$ cat src/hw/rtl/rotation_matrix_to_quaternion_macros.svh
// Assertion macros for the rotation matrix to quaternion block.
// Used by the top level only; needs clk and rst_n in scope.
`ifndef ROTATION_MATRIX_TO_QUATERNION_MACROS_SVH
`define ROTATION_MATRIX_TO_QUATERNION_MACROS_SVH
`ifndef SYNTH
`define RMQ_ASSERT_NOW(lbl, ante, cons) \
  lbl: assert property (@(posedge clk) disable iff (!rst_n) (ante) |-> (cons)) \
    else $error("assertion failed");
`define RMQ_ASSERT_NEXT(lbl, ante, cons) \
  lbl: assert property (@(posedge clk) disable iff (!rst_n) (ante) |=> (cons)) \
    else $error("assertion failed");
`else
`define RMQ_ASSERT_NOW(lbl, ante, cons)
`define RMQ_ASSERT_NEXT(lbl, ante, cons)
`endif
`endif

$ cat src/hw/rtl/rmq_pkg.sv
// Package for the rotation matrix to quaternion block: widths and stage types.
// No dependencies.
package rmq_pkg;

  localparam int FRAC_BITS = 14;
  localparam int IW = 16;                 // matrix entry width
  localparam int OW = 16;                 // result part width
  // magnitude width of an unnormalized part: |q| < 2^F + 3 * 2^15
  localparam int QMW = (FRAC_BITS > 17) ? FRAC_BITS + 1 : 18;
  localparam int QW  = QMW + 1;
  localparam int SW  = 2 * QMW + 2;       // sum of four squares
  localparam int RW  = 2 * QMW + 2 * FRAC_BITS + 8;
  localparam int NW  = FRAC_BITS + 1;     // rounded magnitude
  localparam int NST = FRAC_BITS + 1;     // one root stage per result bit

  typedef logic signed [QW-1:0] q_t;

  typedef struct packed {
    logic signed [RW-1:0] rem;  // target minus (2n-1)^2 * s
    logic signed [RW-1:0] es;   // (2n-1) * s
    logic [NW-1:0]        n;
    logic                 neg;
  } lane_t;

  typedef struct packed {
    lane_t [3:0]   lane;
    logic [SW-1:0] s;
    logic          zero;
  } root_t;

endpackage

$ cat src/hw/rtl/rmq_ifs.sv
// Channel interfaces of the rotation matrix to quaternion block.
// Depends on rmq_pkg.
interface rmq_in_if import rmq_pkg::*; ();
  logic valid;
  logic ready;
  logic signed [IW-1:0] m00, m01, m02, m10, m11, m12, m20, m21, m22;
  modport source(output valid, m00, m01, m02, m10, m11, m12, m20, m21, m22,
                 input ready);
  modport sink(input valid, m00, m01, m02, m10, m11, m12, m20, m21, m22,
               output ready);
endinterface


$ cat src/hw/rtl/rmq_front.sv
// Front stages: branch select and raw quaternion, squares, sum and root seed.
// Depends on rmq_pkg and rmq_ifs.
module rmq_front import rmq_pkg::*; (
  input  logic         clk,
  input  logic         rst_n,
  rmq_in_if.sink       in_word,
  output logic         out_valid,
  input  logic         out_ready,
  output root_t        out_data
);

  function automatic q_t sx(logic signed [IW-1:0] a);
    return {{(QW-IW){a[IW-1]}}, a};
  endfunction

  logic v1_r, v2_r, v3_r;
  logic rdy1, rdy2, rdy3;
  q_t q1_r [4];
  q_t q1_nxt [4];
  logic [2*QMW-1:0] sq2_r [4];
  logic [3:0] neg2_r;
  root_t r3_r, r3_nxt;

  assign rdy3 = !v3_r || out_ready;
  assign rdy2 = !v2_r || rdy3;
  assign rdy1 = !v1_r || rdy2;
  assign in_word.ready = rdy1;

  // stage 1: trace test and branch formulas
  always_comb begin
    q_t e00, e01, e02, e10, e11, e12, e20, e21, e22, tr, one;
    e00 = sx(in_word.m00); e01 = sx(in_word.m01); e02 = sx(in_word.m02);
    e10 = sx(in_word.m10); e11 = sx(in_word.m11); e12 = sx(in_word.m12);
    e20 = sx(in_word.m20); e21 = sx(in_word.m21); e22 = sx(in_word.m22);
    one = q_t'(1) <<< FRAC_BITS;
    tr  = e00 + e11 + e22;
    priority if (tr > 0) begin
      q1_nxt[0] = e21 - e12; q1_nxt[1] = e02 - e20;
      q1_nxt[2] = e10 - e01; q1_nxt[3] = one + tr;
    end else if (e00 >= e11 && e00 >= e22) begin
      q1_nxt[0] = one + e00 - e11 - e22; q1_nxt[1] = e10 + e01;
      q1_nxt[2] = e20 + e02;             q1_nxt[3] = e21 - e12;
    end else if (e11 >= e22) begin
      q1_nxt[0] = e01 + e10;             q1_nxt[1] = one - e00 + e11 - e22;
      q1_nxt[2] = e21 + e12;             q1_nxt[3] = e02 - e20;
    end else begin
      q1_nxt[0] = e02 + e20;             q1_nxt[1] = e12 + e21;
      q1_nxt[2] = one - e00 - e11 + e22; q1_nxt[3] = e10 - e01;
    end
  end

  // stage 3: sum of squares and seed of the root recurrence (n = 0, e = -1)
  always_comb begin
    logic [SW-1:0] s;
    logic signed [RW-1:0] se;
    s = {2'b00, sq2_r[0]} + {2'b00, sq2_r[1]} + {2'b00, sq2_r[2]} + {2'b00, sq2_r[3]};
    se = {{(RW-SW){1'b0}}, s};
    r3_nxt.s    = s;
    r3_nxt.zero = (s == '0);
    for (int i = 0; i < 4; i++) begin
      r3_nxt.lane[i].rem = ({{(RW-2*QMW){1'b0}}, sq2_r[i]} <<< (2*FRAC_BITS+2)) - se;
      r3_nxt.lane[i].es  = -se;
      r3_nxt.lane[i].n   = '0;
      r3_nxt.lane[i].neg = neg2_r[i];
    end
  end

  always_ff @(posedge clk) begin
    if (!rst_n) begin
      v1_r <= 1'b0;
      v2_r <= 1'b0;
      v3_r <= 1'b0;
    end else begin
      if (rdy1) v1_r <= in_word.valid;
      if (rdy2) v2_r <= v1_r;
      if (rdy3) v3_r <= v2_r;
    end
  end

  always_ff @(posedge clk) begin
    if (rdy1) begin
      for (int i = 0; i < 4; i++) q1_r[i] <= q1_nxt[i];
    end
    if (rdy2) begin
      for (int i = 0; i < 4; i++) begin
        logic [QW-1:0] m;
        m = q1_r[i][QW-1] ? -q1_r[i] : q1_r[i];
        sq2_r[i]  <= m[QMW-1:0] * m[QMW-1:0];
        neg2_r[i] <= q1_r[i][QW-1];
      end
    end
    if (rdy3) r3_r <= r3_nxt;
  end

  assign out_valid = v3_r;
  assign out_data  = r3_r;

endmodule

$ cat src/flat_wrapper.sv
// flat-port wrapper written by rule: the top's interface ports become plain ports
module rmq_front_flat import rmq_pkg::*;
  (clk, rst_n, out_valid, out_ready, out_data, in_word_valid, in_word_m00, in_word_m01, in_word_m02, in_word_m10, in_word_m11, in_word_m12, in_word_m20, in_word_m21, in_word_m22, in_word_ready);
  rmq_in_if in_word_i ();
  input  logic clk;
  input  logic rst_n;
  output logic out_valid;
  input  logic out_ready;
  output root_t out_data;
  input wire logic [$bits(in_word_i.valid)-1:0] in_word_valid;
  input wire logic [$bits(in_word_i.m00)-1:0] in_word_m00;
  input wire logic [$bits(in_word_i.m01)-1:0] in_word_m01;
  input wire logic [$bits(in_word_i.m02)-1:0] in_word_m02;
  input wire logic [$bits(in_word_i.m10)-1:0] in_word_m10;
  input wire logic [$bits(in_word_i.m11)-1:0] in_word_m11;
  input wire logic [$bits(in_word_i.m12)-1:0] in_word_m12;
  input wire logic [$bits(in_word_i.m20)-1:0] in_word_m20;
  input wire logic [$bits(in_word_i.m21)-1:0] in_word_m21;
  input wire logic [$bits(in_word_i.m22)-1:0] in_word_m22;
  output wire logic [$bits(in_word_i.ready)-1:0] in_word_ready;
  assign in_word_i.valid = in_word_valid;
  assign in_word_i.m00 = in_word_m00;
  assign in_word_i.m01 = in_word_m01;
  assign in_word_i.m02 = in_word_m02;
  assign in_word_i.m10 = in_word_m10;
  assign in_word_i.m11 = in_word_m11;
  assign in_word_i.m12 = in_word_m12;
  assign in_word_i.m20 = in_word_m20;
  assign in_word_i.m21 = in_word_m21;
  assign in_word_i.m22 = in_word_m22;
  assign in_word_ready = in_word_i.ready;
  rmq_front u_core (.clk(clk), .rst_n(rst_n), .in_word(in_word_i), .out_valid(out_valid), .out_ready(out_ready), .out_data(out_data));
endmodule
$ cat config.mk
export PLATFORM = sky130hd
export DESIGN_NAME = rmq_front_flat
export DESIGN_NICKNAME = d
export VERILOG_FILES = /design/src/hw/rtl/rotation_matrix_to_quaternion_macros.svh /design/src/hw/rtl/rmq_pkg.sv /design/src/hw/rtl/rmq_ifs.sv /design/src/hw/rtl/rmq_front.sv /design/src/flat_wrapper.sv
export SDC_FILE = /design/constraint.sdc
export NUM_CORES = 2
export LEC_CHECK = 0
export ABC_AREA = 1
export BUFFER_PORTS_ARGS = -buffer_cell sky130_fd_sc_hd__buf_2
export CAP_MARGIN = 20
export CORE_MARGIN = 2
export CORE_UTILIZATION = 50
export DETAILED_ROUTE_END_ITERATION = 10
export PLACE_DENSITY = 0.72
export SKIP_CTS_REPAIR_TIMING = 1
export SYNTH_ARGS = -nofsm -noshare
export SYNTH_HDL_FRONTEND = slang
export SYNTH_SLANG_ARGS = --single-unit
$ cat constraint.sdc
create_clock -name clk -period 10.17 [get_ports clk]
set_input_delay 0.5085 -clock clk [delete_from_list [all_inputs] [get_ports clk]]
set_output_delay 0.5085 -clock clk [all_outputs]
set_load 0.05 [all_outputs]
==> results.md <==
* Status: finished clean
* Unrepaired setup endpoints after global routing: false
* IO Pins at 829
* FILL cells at 15310
* Final period util at 85.4%
* Top-area cell type share of the netlist area at 23.1%
* Largest delay share family, worst path: adder cells
* Drt first pass iters at 8
* Nets at 12573
* DRT iter0 DRCs at 5821
* Slowest stage cell, crit path: fa_1
* Fin Setup TNS at 0 ns
* Relative slew slack at 24.5%
* Unique cell type count in the Yosys netlist at 71
* Seq/Total Area, Yosys at 17.7%
* Most frequent cell after synthesis: inv_1
* Main flop type after synthesis: edfxtp_1
* CTS tree: done
* Final count of hold timing violations at 0
* Total wire length at 282000 um
* CTS max path bufs at 3
* Worst setup path class: flop to flop
* Worst Skew at 0.0618 ns
* Total GRT Usage at 33.4%
* Arr. time, crit path at 9.13 ns
* Clk slew on worst S/H paths at 0.06 ns
* Worst path max stage delay at 0.55 ns
* # Max-Cap Violations at 0
* Ys Warns at 0
* Crit. End Element: flop
* GPL Wtd Cong at 1.09
* Setup-failing EPs final at 0
* Reg-to-reg critical path startpoint: u_core.q1_r[2][1]
* PortBufs at 768
* Worst Tran Pin Value at 1.13 ns
* Async SR Flop Fraction at 0%
* Vias per cell at 5.37
* Worst hold path depth at 2
* DP HPWL at 243000 um
* Share of layout cells above drive strength 1 at 10.2%
* Core area at 162000 um2
* Final Max Slew Viols at 0
* Num CTS Buffers at 58
* Post-synth top area cell: fa_1
* Netlist Area Pre-Place at 81700 um2
* Reg2reg end: u_core.sq2_r[2][35]
* Die area at 167000 um2
* ANT nets after route at 0
* Die height at 408 um
* Clock Latency Late Sink at 0.73 ns
* First-pass GRT wire length at 420000 um
* Vias at 69309
* CTS root buf: clkbuf_16
* Syn Inst Count at 10353
* CP Launch Type: flop
* Vias in the first global route at 68836
* Initial antenna violation count at 7
* Largest net degree at the start of global routing at 85
* Dominant cells by area after synthesis: fa_1 (23%), edfxtp_1 (18%), ha_1 (12%)
* Syn avg cell area at 7.89 um2
* Min Tclk post-route at 8.69 ns
* Critical Path Stages at 33
* Remaining DRCs at 0
* Htree depth at 2
* FMAX at 0.115 GHz
* Wirelength per Cell at 21.8 um
* Initial Utilization at 50.3%
* Post-synth EDFFs at 480
* Die width at 408 um
* Worst EP required at 10.61 ns
* Reg2reg path depth at 33
* Synth Register Bits at 483
* Hold Path Class: input pin to flop
* Critical Path Fanout Max at 18
* Synth cell count leaders: inv_1 (2253), nand2_1 (1773), nor2_1 (1067)
* Area growth syn-to-layout at 6.48%
* Critical path destination: u_core.sq2_r[2][35]
* WP buf/inv at 7
* FF-to-FF setup slack at 1.48 ns
* Clock Sinks at 483
* Cell Rows at 148
* Crit path from: u_core.q1_r[2][1]
* Global route total overflow at 0
cells in the final DEF, fill, tap and decap left out, types with 9 or more instances in the layout:
cell type  instances
a21oi_1          455
nand3_1          416
fa_1             944
clkbuf_16         59
ha_1             792
o31ai_1           25
a21o_1            18
nand3b_1          62
nor2_1          1067
conb_1            62
nor2_4            14
o211ai_1          29
a21boi_0          25
nand2_1         1767
a31oi_1           29
edfxtp_1         480
o21ai_1           19
nor4_1            42
inv_1           2252
nor3_1           105
nand4_1          125
clkinv_1          27
o21bai_1          29
nor2_2            28
nand2_2           32
buf_2            768
nand3_2           18
inv_2             29
xnor2_1          139
o221ai_1           9
buf_4             34
clkinv_2           9
o21ai_0          299
a211oi_1          11
or2_2             39
o21a_1            16
xor2_1           353
logic make-up after synthesis:
kind of cell | synth area share, %
AO/OA/AOI/OAI | 6.79
XOR/XNOR | 5.33
adder cells (fa/ha/maj) | 35.3
buffers and inverters | 15.3
flip-flops | 17.7
other | 0.00919
AND/OR/NAND/NOR | 19.6
cell type report:
cell class	count	area, um2	area share, %
antenna	1	2.50	0.00288
clock buffer	64	1500	1.72
clock inverter	43	480	0.552
inverter	2306	8660	9.96
multi-input combinational	7037	55000	63.2
sequential	483	14500	16.6
tap	2175	2720	3.13
timing repair buffer	803	4130	4.74
worst min path at each step:
stage	from	endpoint	slack (ns)
2_1_floorplan	u_core.neg2_r[1]	u_core.out_data[199]	0.40
3_3_place_gp	u_core.neg2_r[1]	u_core.out_data[199]	0.41
3_5_place_dp	u_core.neg2_r[0]	u_core.out_data[39]	0.41
4_1_cts	rst_n	u_core.v2_r	0.03
5_1_grt	rst_n	u_core.v2_r	0.05
6_report	rst_n	u_core.v2_r	0.07
per-layer routing:
layer  wire length (um)  up-vias  GRT usage, %  share of wire (%)
li1                   -    32339             -                  -
met1             110000    33298          41.0                 39
met2             129000     3046          54.6                 46
met3              19900      626          5.08                7.1
met4              22600        0          21.9                8.0
met5                  0        -             0                  0
metrics by stage:
stage / utilization, % / cells / instance area (um2) / setup WS (ns) / hold slack, ns
2_1_floorplan: - / 10413 / 81900 / 0.144 / 0.400
3_3_place_gp: 52.3 / 12803 / 85000 / 1.82 / 0.406
3_5_place_dp: 52.3 / 12803 / 85000 / 1.56 / 0.407
4_1_cts: 53.5 / 12910 / 86900 / 1.54 / 0.0331
5_1_grt: 53.5 / 12911 / 87000 / 0.773 / 0.0461
6_report: 53.6 / 12912 / 87000 / 1.48 / 0.0662
registers in the layout (all words and copies together), names as in the netlist:
signal / flops
u_core.q1_r: 76
u_core.out_data: 260
u_core.v1_r: 1
u_core.neg2_r: 4
u_core.v2_r: 1
u_core.sq2_r: 140
u_core.out_valid: 1
Power is not shown: default switching activity piles up to over one toggle a cycle in this logic, so the estimate is an artifact.
